==> src/rtl/core/rgba_over_rgb565_blend_core_defines.svh <==
// ----------------------------------------------------------------------------
// RGBA over RGB565 blend core - assertion macros
// Implication checks on the core clock, disabled while in reset.
// ----------------------------------------------------------------------------
`ifndef RGBA_OVER_RGB565_BLEND_CORE_DEFINES_SVH
`define RGBA_OVER_RGB565_BLEND_CORE_DEFINES_SVH

`ifndef SYNTHESIS
`define RGBB_ASSERT_IMP(label, ante, cons) \
    label: assert property (@(posedge clk) disable iff (!rst_n) (ante) |-> (cons)) \
        else $error("rgbb assertion failed");
`define RGBB_ASSERT_NXT(label, ante, cons) \
    label: assert property (@(posedge clk) disable iff (!rst_n) (ante) |=> (cons)) \
        else $error("rgbb assertion failed");
`else
`define RGBB_ASSERT_IMP(label, ante, cons)
`define RGBB_ASSERT_NXT(label, ante, cons)
`endif

`endif

==> src/rtl/core/rgbb_pkg.sv <==
// ----------------------------------------------------------------------------
// RGBA over RGB565 blend - package
// Payload structs, alpha constants, RGB565 pack and the result select code.
// ----------------------------------------------------------------------------
package rgbb_pkg;

    localparam int CHAN_W = 8;
    localparam int PIX_W  = 16;

    localparam logic [CHAN_W-1:0] FULL_ALPHA = 8'hFF;
    localparam logic [CHAN_W-1:0] ZERO_ALPHA = 8'h00;

    typedef logic [CHAN_W-1:0] chan_t;
    typedef logic [PIX_W-1:0]  pix_t;

    typedef struct packed {
        chan_t src_red;
        chan_t src_green;
        chan_t src_blue;
        chan_t src_alpha;
        pix_t  dest_pixel;
        logic  last_in;
    } item_in_t;

    typedef struct packed {
        pix_t result_pixel;
        logic last_out;
    } item_out_t;

    typedef enum logic [1:0] {
        SEL_PACK,
        SEL_DEST,
        SEL_MIX
    } sel_t;

    typedef struct packed {
        sel_t sel;
        pix_t dest;
        pix_t packed_src;
        logic last;
    } side_t;

    function automatic pix_t pack565(chan_t r, chan_t g, chan_t b);
        return {r[7:3], g[7:2], b[7:3]};
    endfunction

endpackage

==> src/rtl/core/rgbb_cfg.sv <==
// ----------------------------------------------------------------------------
// RGBA over RGB565 blend - configuration registers
// APB slave holding the blend enable bit.
// ----------------------------------------------------------------------------
module rgbb_cfg
    import rgbb_pkg::*;
(
    input  logic        clk,
    input  logic        rst_n,
    input  logic        psel,
    input  logic        penable,
    input  logic        pwrite,
    input  logic [2:0]  paddr,
    input  logic [31:0] pwdata,
    output logic [31:0] prdata,
    output logic        pready,
    output logic        blend_enable
);

    logic blend_enable_reg;
    logic blend_enable_next;
    logic wr_hit;

    assign pready = 1'b1;
    assign wr_hit = psel && penable && pwrite && pready && (paddr[2] == 1'b0);

    always_comb
    begin
        blend_enable_next = blend_enable_reg;
        if (wr_hit)
        begin
            blend_enable_next = pwdata[0];
        end
    end

    always_ff @(posedge clk or negedge rst_n)
    begin
        if (!rst_n)
        begin
            blend_enable_reg <= 1'b1;
        end
        else
        begin
            blend_enable_reg <= blend_enable_next;
        end
    end

    assign blend_enable = blend_enable_reg;
    assign prdata = (paddr[2] == 1'b0) ? {31'd0, blend_enable_reg} : 32'd0;

endmodule

==> src/rtl/core/rgbb_lane.sv <==
// ----------------------------------------------------------------------------
// RGBA over RGB565 blend - channel lane
// Three-stage d + a*(s-d)/255: difference, product, shift-add quotient.
// ----------------------------------------------------------------------------
module rgbb_lane
    import rgbb_pkg::*;
(
    input  logic  clk,
    input  chan_t s,
    input  chan_t d,
    input  chan_t a,
    output chan_t mix
);

    chan_t        d1_reg, d2_reg, d3_reg;
    logic         neg1_reg, neg2_reg, neg3_reg;
    chan_t        diff1_reg;
    chan_t        a1_reg;
    logic [15:0]  prod2_reg;
    chan_t        q3_reg;
    chan_t        diff_next;
    logic [15:0]  prod_next;
    logic [16:0]  recip_sum;

    always_comb
    begin
        diff_next = (s >= d) ? (s - d) : (d - s);
        prod_next = {8'd0, a1_reg} * {8'd0, diff1_reg};
        recip_sum = {1'b0, prod2_reg} + 17'd1 + {9'd0, prod2_reg[15:8]};
    end

    always_ff @(posedge clk)
    begin
        d1_reg    <= d;
        neg1_reg  <= (s < d);
        diff1_reg <= diff_next;
        a1_reg    <= a;
        d2_reg    <= d1_reg;
        neg2_reg  <= neg1_reg;
        prod2_reg <= prod_next;
        d3_reg    <= d2_reg;
        neg3_reg  <= neg2_reg;
        q3_reg    <= recip_sum[15:8];
    end

    assign mix = neg3_reg ? (d3_reg - q3_reg) : (d3_reg + q3_reg);

endmodule

==> src/rtl/core/rgba_over_rgb565_blend_core.sv <==
// ----------------------------------------------------------------------------
// RGBA over RGB565 blend core - top level
// Composites one RGBA8888 source pixel over an RGB565 destination pixel.
// ----------------------------------------------------------------------------
// Usage:
//   Drive an item on src and raise start; the transfer happens at each
//   rising edge with start high and busy low. busy stays low, so one pixel
//   may enter every clock.
//   Each result appears on result for exactly one cycle with done high.
//   Results leave in input order. Throughput is one pixel per clock; the
//   path holds four register stages: difference, 8x8 product, shift-add
//   divide by 255, select/pack.
//   blend_enable (APB, address 0, reset 1) selects compositing or plain
//   RGB565 packing; write it only while no pixel is in flight.
//   Reset clears all valid bits and sets blend_enable back to 1; pixels in
//   flight are dropped. The receiver cannot stall the result stream.
// ----------------------------------------------------------------------------
`include "rgba_over_rgb565_blend_core_defines.svh"

module rgba_over_rgb565_blend_core
    import rgbb_pkg::*;
(
    input  logic        clk,
    input  logic        rst_n,
    input  logic        start,
    output logic        busy,
    input  item_in_t    src,
    output logic        done,
    output item_out_t   result,
    input  logic        psel,
    input  logic        penable,
    input  logic        pwrite,
    input  logic [2:0]  paddr,
    input  logic [31:0] pwdata,
    output logic [31:0] prdata,
    output logic        pready
);

    logic      blend_enable;
    logic      accept;
    sel_t      sel_next;
    side_t     side_next;
    side_t     side_reg [3];
    logic      valid_reg [3];
    logic      done_reg;
    item_out_t result_reg;
    item_out_t result_next;
    chan_t     mix_r, mix_g, mix_b;

    rgbb_cfg u_cfg (
        .clk          (clk),
        .rst_n        (rst_n),
        .psel         (psel),
        .penable      (penable),
        .pwrite       (pwrite),
        .paddr        (paddr),
        .pwdata       (pwdata),
        .prdata       (prdata),
        .pready       (pready),
        .blend_enable (blend_enable)
    );

    rgbb_lane u_lane_r (
        .clk (clk),
        .s   (src.src_red),
        .d   ({src.dest_pixel[15:11], 3'b000}),
        .a   (src.src_alpha),
        .mix (mix_r)
    );

    rgbb_lane u_lane_g (
        .clk (clk),
        .s   (src.src_green),
        .d   ({src.dest_pixel[10:5], 2'b00}),
        .a   (src.src_alpha),
        .mix (mix_g)
    );

    rgbb_lane u_lane_b (
        .clk (clk),
        .s   (src.src_blue),
        .d   ({src.dest_pixel[4:0], 3'b000}),
        .a   (src.src_alpha),
        .mix (mix_b)
    );

    assign busy   = 1'b0;
    assign accept = start && !busy;

    always_comb
    begin
        priority if (!blend_enable || src.src_alpha == FULL_ALPHA)
        begin
            sel_next = SEL_PACK;
        end
        else if (src.src_alpha == ZERO_ALPHA)
        begin
            sel_next = SEL_DEST;
        end
        else
        begin
            sel_next = SEL_MIX;
        end
        side_next.sel        = sel_next;
        side_next.dest       = src.dest_pixel;
        side_next.packed_src = pack565(src.src_red, src.src_green, src.src_blue);
        side_next.last       = src.last_in;
    end

    always_comb
    begin
        result_next.last_out = side_reg[2].last;
        unique case (side_reg[2].sel)
            SEL_PACK: result_next.result_pixel = side_reg[2].packed_src;
            SEL_DEST: result_next.result_pixel = side_reg[2].dest;
            SEL_MIX:  result_next.result_pixel = pack565(mix_r, mix_g, mix_b);
            default:  result_next.result_pixel = side_reg[2].dest;
        endcase
    end

    always_ff @(posedge clk or negedge rst_n)
    begin
        if (!rst_n)
        begin
            valid_reg[0] <= 1'b0;
            valid_reg[1] <= 1'b0;
            valid_reg[2] <= 1'b0;
            done_reg     <= 1'b0;
        end
        else
        begin
            valid_reg[0] <= accept;
            valid_reg[1] <= valid_reg[0];
            valid_reg[2] <= valid_reg[1];
            done_reg     <= valid_reg[2];
        end
    end

    always_ff @(posedge clk)
    begin
        side_reg[0] <= side_next;
        side_reg[1] <= side_reg[0];
        side_reg[2] <= side_reg[1];
        result_reg  <= result_next;
    end

    assign done   = done_reg;
    assign result = result_reg;

    `RGBB_ASSERT_IMP(a_done_follows_accept, done, $past(accept, 4))
    `RGBB_ASSERT_IMP(a_last_tracks, done, result.last_out == $past(src.last_in, 4))
    `RGBB_ASSERT_IMP(a_clear_keeps_dest,
        done && $past(blend_enable && src.src_alpha == ZERO_ALPHA, 4),
        result.result_pixel == $past(src.dest_pixel, 4))

endmodule
==> config.mk <==
export PLATFORM = sky130hd
export DESIGN_NAME = rgba_over_rgb565_blend_core
export DESIGN_NICKNAME = d
export VERILOG_FILES = /design/src/rtl/core/rgbb_pkg.sv /design/src/rtl/core/rgbb_cfg.sv /design/src/rtl/core/rgbb_lane.sv /design/src/rtl/core/rgba_over_rgb565_blend_core.sv
export VERILOG_INCLUDE_DIRS = /design/src /design/src/rtl/core
export SDC_FILE = /design/constraint.sdc
export NUM_CORES = 1
export LEC_CHECK = 0
export ABC_CLOCK_PERIOD_IN_PS = 3850
export BUFFER_PORTS_ARGS = -buffer_cell sky130_fd_sc_hd__buf_4
export CAP_MARGIN = 5
export CORE_MARGIN = 2
export CORE_UTILIZATION = 55
export CTS_BUF_LIST = sky130_fd_sc_hd__clkbuf_8 sky130_fd_sc_hd__clkbuf_16
export DETAILED_ROUTE_END_ITERATION = 8
export GPL_ROUTABILITY_DRIVEN = 0
export PLACE_DENSITY_LB_ADDON = 0.2
export SETUP_SLACK_MARGIN = 0.02
export SLEW_MARGIN = 5
export SYNTH_ARGS = -nofsm -noshare
export SYNTH_HDL_FRONTEND = slang
export SYNTH_SLANG_ARGS = --single-unit
==> constraint.sdc <==
create_clock -name clk -period 3.85 [get_ports clk]
set_input_delay 0.77 -clock clk [delete_from_list [all_inputs] [get_ports clk]]
set_output_delay 0.77 -clock clk [all_outputs]
set_load 0.02 [all_outputs]
==> impl_metrics.toml, run 1 <==
[outcome]
status = "complete, but fails checks"
violations = "negative setup slack"

[pwr]
leakagePower_uw = 0.00872
power.total_uw = 16300
pwr_density_cell_nw_per_um2 = 920
ir_drop_v = 0.000864

[critical_path]
r2r_setup_slack_ps = -230
r2r_start = "u_lane_b.a1_reg[3]"
startpoint_type = "flop"
crit_chain = "buf_8, nand2_4, fa_1, fa_1, inv_1, fa_1, inv_1, fa_1, inv_2, ha_4, or3_4, o211ai_1, a31oi_1, nor2_1, a21oi_1, xnor2_1"
cp_top_family = "adder cells"
worstSetupPathType = "reg -> reg"
reg2reg_to = "u_lane_g.prod2_reg[15]"
worstPathMaxFanout = 7
cp.buffers_inverters = 4
worstPathRequired_ps = 4260
cp_data_arrival_time_ps = 4490
slowest_stage = "fa_1"
critPathMaxStageDelay_ps = 510
cp_common_cell = "fa_1"
reg2reg_depth = 16
startpoint = "u_lane_b.a1_reg[3]"
endpoint_kind = "flop"

[placement]
dp_cells = 1974
port_buffers = 75
pre_cts_ws_ps = -313
dp_hpwl_mm = 22.6

[floorplan]
core_sq_um = 26700
die-area_sq_um = 28300
fp-row-count = 60
initial_core_util_pct = 55.6
fp.dieW_um = 168
io_pins = 142
die_h_um = 168

[route]
vias = 10300
post_drt_wl_per_cell_um = 14.7
drt-total-wl_mm = 29.9
drtIter0Drc = 448
ant_nets = 0
dr.pass1.iters = 5
post_drt_via_cell_ratio = 5.07
drc = 0

[hold_path]
hp-class = "in -> async"

[clocking]
htree_levels = 1
cts.sinks = 240
cts.path.max_buffers = 3
cts_root_buf = "clkbuf_16"
cts-buffers-inserted = 25
tritoncts = "yes"
clock_latency_ps = 540
clkSlewWorstSetupHoldPaths_ps = 60

[timing]
fin_worst_skew_ps = 22.1
setup_violations = 15
rsz0062_at_grt = "yes"
fin_crit_ps = 4080
slew_viol_final = 0
slew_headroom_pct = 53.3
layout_setup_ws_ps = -232
hold_violations = 0
worst_slew_pin_slew_ps = 693
max_freq_mhz = 245
worst_hold_slack_ps = 27.7
period_share_pct = 106

[yosys]
async_reset_ff_share_pct = 2.08
ys_types = 65
synth_common_cells = "235 x dfxtp_1, 224 x inv_1, 186 x ha_1, 154 x and2_1, 114 x fa_1"
synth.area.top_cells = "dfxtp_1 32%, ha_1 16%, fa_1 15%"
synth-edff-count = 0
seq_area_frac_synth_pct = 32.5
synth.most_common_cell = "dfxtp_1"
ys_ff_latch = 240
synth_top_area_share_pct = 31.7
yosysTopAreaCell = "dfxtp_1"
yosys_warnings = 0
ys.flop_type = "dfxtp_1"
syn_area_sq_um = 14900
netlist_instances = 1505
postSynthAreaPerCell_sq_um = 9.87

[finish]
fin_cells = 2036
n_antenna_cell = 0
drive_above_1_share_pct = 19.3
nets = 2067
largest_reg_flops = 66
num-fill-cells = 2134
syn2layout_area_growth_pct = 19.4

[global_routing]
antenna_found_initial = 0
grt_pass1_vias = 10600
grt_pass1_wl_mm = 50.1
grt_max_degree = 28
track_usage_pct = 21.6
grt.overflow.total = 0

[flow_run]
maxCapViolCount = 0
metrics by stage:
| stage | TNS [ps] | utilization, % | instance area (sq um) |
|---|---|---|---|
| 6_report | -2050 | 66.4 | 17700 |
| 5_1_grt | -4640 | 66.4 | 17700 |
| 4_1_cts | -1770 | 65.6 | 17500 |
| 3_5_place_dp | -3330 | 61.2 | 16400 |
| 3_3_place_gp | -2590 | 61.2 | 16400 |
| 2_1_floorplan | -206 | - | 15200 |
worst register-to-register path, delay by kind of cell (launching register included):
kind	cells	cell delay, ps
xor+xnor	1	140
buf+inv	4	300
compound gates	3	450
simple gates	3	560
flops	1	420
fa+ha+maj	5	2110
final cells by class:
class / instances / area, sq um / share of cell area [%]
Multi-Input combinational cell: 1015 / 9360 / 52.8
Sequential cell: 240 / 4890 / 27.6
Timing Repair Buffer: 171 / 1340 / 7.53
Inverter: 224 / 841 / 4.74
Clock buffer: 29 / 692 / 3.90
Tap cell: 341 / 427 / 2.40
Clock inverter: 16 / 194 / 1.09
worst max-delay path by stage:
| stage | cells past startpoint | to | slack [ps] |
|---|---|---|---|
| 6_report | 16 | u_lane_g.prod2_reg[15] | -230 |
| 5_1_grt | 16 | u_lane_r.prod2_reg[15] | -400 |
| 4_1_cts | 16 | u_lane_g.prod2_reg[15] | -210 |
| 3_3_place_gp | 16 | u_lane_g.prod2_reg[15] | -250 |
| 2_1_floorplan | 15 | u_lane_r.prod2_reg[15] | -110 |
| 3_5_place_dp | 16 | u_lane_r.prod2_reg[15] | -310 |
power by group:
group / internal (uW) / leakage (uW) / switching [uW]
Combinational: 5050 / 0.00623 / 5020
Clock: 1510 / 0.000447 / 1030
Sequential: 3200 / 0.00204 / 521
kinds of logic after synthesis:
logic type | Yosys count | synth area share [%]
buffers and inverters | 281 | 7.95
AO/OA/AOI/OAI | 196 | 8.46
other | 2 | 0.0506
AND/OR/NAND/NOR | 389 | 14.1
flip-flops | 240 | 32.5
adder cells (fa/ha/maj) | 300 | 31.0
XOR/XNOR | 82 | 4.83
multiplexers | 15 | 1.08
layer usage:
metal | routed length, um | GRT usage [%] | vias up
met2 | 14200 | 36.8 | 206
met4 | 620 | 5.43 | 0
li1 | - | - | 5129
met3 | 1430 | 3.46 | 46
met1 | 13700 | 28.7 | 4946
met5 | 0 | 0 | -
cell usage in the layout, fill, tap and decap left out, drive strengths merged, types with 4 or more instances in the layout:
master and instances:
dfxtp 235, inv 231, ha 186, buf 171, and2 154, fa 114
nand2 92, o21ai 59, xnor2 52, nor2 52, a21oi 51, conb 33
xor2 30, clkbuf 29, nand2b 16, o21a 15, nor3 14, a21o 12
nor2b 11, or3 11, mux2i 10, nand4 9, nand3 8, a22oi 7
a211oi 7, a31oi 6, clkinv 6, and3 5, mux2 5, o31ai 5
nor4b 4, o21bai 4, dfrtp 4, a211o 4
repair_timing:
item,in CTS,in global routing
cloned,0,0
endpoints found under the setup margin,19,22
gates resized for setup,54,52
buffers inserted,15,5
hold buffers,0,0
pin swaps,51,21
Power figures use the tool's default switching activity.
==> run 2: changes to the inputs <==
--- a/config.mk
+++ b/config.mk
@@ -6,16 +6,15 @@
 export SDC_FILE = /design/constraint.sdc
 export NUM_CORES = 1
 export LEC_CHECK = 0
-export ABC_CLOCK_PERIOD_IN_PS = 3850
+export ABC_CLOCK_PERIOD_IN_PS = 4900
 export BUFFER_PORTS_ARGS = -buffer_cell sky130_fd_sc_hd__buf_4
 export CAP_MARGIN = 5
 export CORE_MARGIN = 2
-export CORE_UTILIZATION = 55
+export CORE_UTILIZATION = 65
 export CTS_BUF_LIST = sky130_fd_sc_hd__clkbuf_8 sky130_fd_sc_hd__clkbuf_16
 export DETAILED_ROUTE_END_ITERATION = 8
 export GPL_ROUTABILITY_DRIVEN = 0
 export PLACE_DENSITY_LB_ADDON = 0.2
-export SETUP_SLACK_MARGIN = 0.02
 export SLEW_MARGIN = 5
 export SYNTH_ARGS = -nofsm -noshare
 export SYNTH_HDL_FRONTEND = slang
==> constraint.sdc (replaced) <==
create_clock -name clk -period 4.9 [get_ports clk]
set_input_delay 0.98 -clock clk [delete_from_list [all_inputs] [get_ports clk]]
set_output_delay 0.98 -clock clk [all_outputs]
set_load 0.02 [all_outputs]
==> impl_metrics.toml, run 2 (same netlist as run 1, synthesis figures left out) <==
[route]
post_drt_wl_per_cell_um = 15.3
ant_nets = 0
wl_met3_mm = 1.33
post_drt_via_cell_ratio = 5.35
top_layer_used = "met4"
vias = 10200
dr.pass1.iters = 5
met1Wirelength_mm = 12.8
drc = 0
drtIter0Drc = 498
drt-total-wl_mm = 29.2
met2WireLength_mm = 14.3

[critical_path]
worstPathMaxFanout = 12
reg2reg_depth = 14
crit_chain = "and2_1, fa_1, fa_1, fa_1, inv_1, fa_1, inv_1, ha_1, or3_1, o211ai_1, a21oi_1, nor2_1, a21oi_1, xnor2_1"
cp.buffers_inverters = 2
worstSetupPathType = "reg -> reg"
cp_top_family = "adder cells"
critPathMaxStageDelay_ps = 730
reg2reg_to = "u_lane_r.prod2_reg[15]"
cp_data_arrival_time_ps = 5040
r2r_start = "u_lane_b.a1_reg[4]"
endpoint_kind = "flop"
cp_common_cell = "fa_1"
worstPathRequired_ps = 5310
startpoint_type = "flop"
r2r_setup_slack_ps = 260
slowest_stage = "dfxtp_1"

[timing]
rsz0062_at_grt = "no"
fin_tns_setup_ps = 0
worst_slew_pin_slew_ps = 647
hold_violations = 0
fin_worst_skew_ps = 9.27
slew_headroom_pct = 56.4
slew_viol_final = 0
max_freq_mhz = 216
fin_crit_ps = 4640
setup_violations = 0
period_share_pct = 94.6

[placement]
port_buffers = 75
dp_hpwl_mm = 22.4

[pwr]
ir_drop_v = 0.000377
pwr_density_cell_nw_per_um2 = 651
leakagePower_uw = 0.00824

[finish]
final_common_cell = "dfxtp_1"
nets = 1993
n_antenna_cell = 0
layout_common_cells = "233 x dfxtp_1, 229 x inv_1, 186 x ha_1, 154 x and2_1, 114 x fa_1"
syn2layout_area_growth_pct = 11.3
largest_reg_flops = 66
final_util_pct = 73.5
drive_above_1_share_pct = 9.75

[floorplan]
io_pins = 142
initial_core_util_pct = 66.0
fp-row-count = 55
fp.dieW_um = 155
die-area_sq_um = 24100
core_sq_um = 22500
die_h_um = 155

[flow_run]
maxCapViolCount = 0

[hold_path]
hp-class = "in -> async"

[clocking]
clock_latency_ps = 520
hold_buffers = 0
clkSlewWorstSetupHoldPaths_ps = 60
tritoncts = "yes"
cts.sinks = 240
cts_setup_buffers = 0
cts_root_buf = "clkbuf_16"
htree_levels = 1
cts-buffers-inserted = 25
cts.path.max_buffers = 3

[global_routing]
antenna_found_initial = 0
grt_pass1_wl_mm = 49.5
grt.overflow.total = 0
track_usage_pct = 25.3
grt_pass1_vias = 10500
grt_max_degree = 28

[outcome]
status = "completed"
[run 2: how the worst max path moves through the flow]
| stage | to | startpoint | depth (start not counted) | slack, ps |
|---|---|---|---|---|
| floorplan | u_lane_g.prod2_reg[15] | u_lane_b.a1_reg[0] | 16 | 640 |
| global placement | u_lane_r.prod2_reg[15] | u_lane_b.a1_reg[2] | 15 | 160 |
| detailed placement | u_lane_r.prod2_reg[15] | u_lane_b.a1_reg[2] | 15 | 100 |
| CTS | u_lane_r.prod2_reg[15] | u_lane_b.a1_reg[2] | 15 | 90 |
| global route | u_lane_r.prod2_reg[15] | u_lane_b.a1_reg[3] | 15 | 10 |
| finish | u_lane_r.prod2_reg[15] | u_lane_b.a1_reg[4] | 14 | 260 |
[run 2: through the flow]
stage / cells / total power (uW) / hold slack [ps] / setup WS, ps / area (sq um)
floorplan: 1536 / 7500 / 310 / 636 / 15000
global placement: 1861 / 8660 / 310 / 165 / 15700
detailed placement: 1861 / 8880 / 312 / 96.4 / 15700
CTS: 1905 / 10800 / 240 / 91.8 / 16500
global route: 1905 / 11900 / 243 / 13.6 / 16500
finish: 1905 / 10800 / 253 / 263 / 16500
[run 2: repair_timing]
| action | in CTS | in global routing |
|---|---|---|
| setup endpoints to repair | 0 | 9 |
| hold endpoints to repair | 0 | 0 |
| gates resized for setup | 0 | 2 |
[run 2: routing by layer]
| layer | GRT usage [%] | vias up |
|---|---|---|
| met5 | 0 | - |
| met2 | 44.3 | 254 |
| met3 | 3.34 | 57 |
| li1 | - | 4978 |
| met4 | 7.51 | 0 |
| met1 | 32.9 | 4899 |
[run 2: layout make-up]
class	instances	area, sq um
clock buffer	28	667
clock inverter	16	144
fill	1632	5970
inverter	224	841
multi-input combinational	1015	8960
sequential	240	4830
tap	285	357
timing repair buffer	97	728
[run 2: report_power, final]
group | leakage (uW) | switching (uW) | internal, uW
clock network | 0.000413 | 754 | 1080
logic | 0.00579 | 3260 | 2760
registers | 0.00204 | 403 | 2500
total | 0.00824 | 4420 | 6350
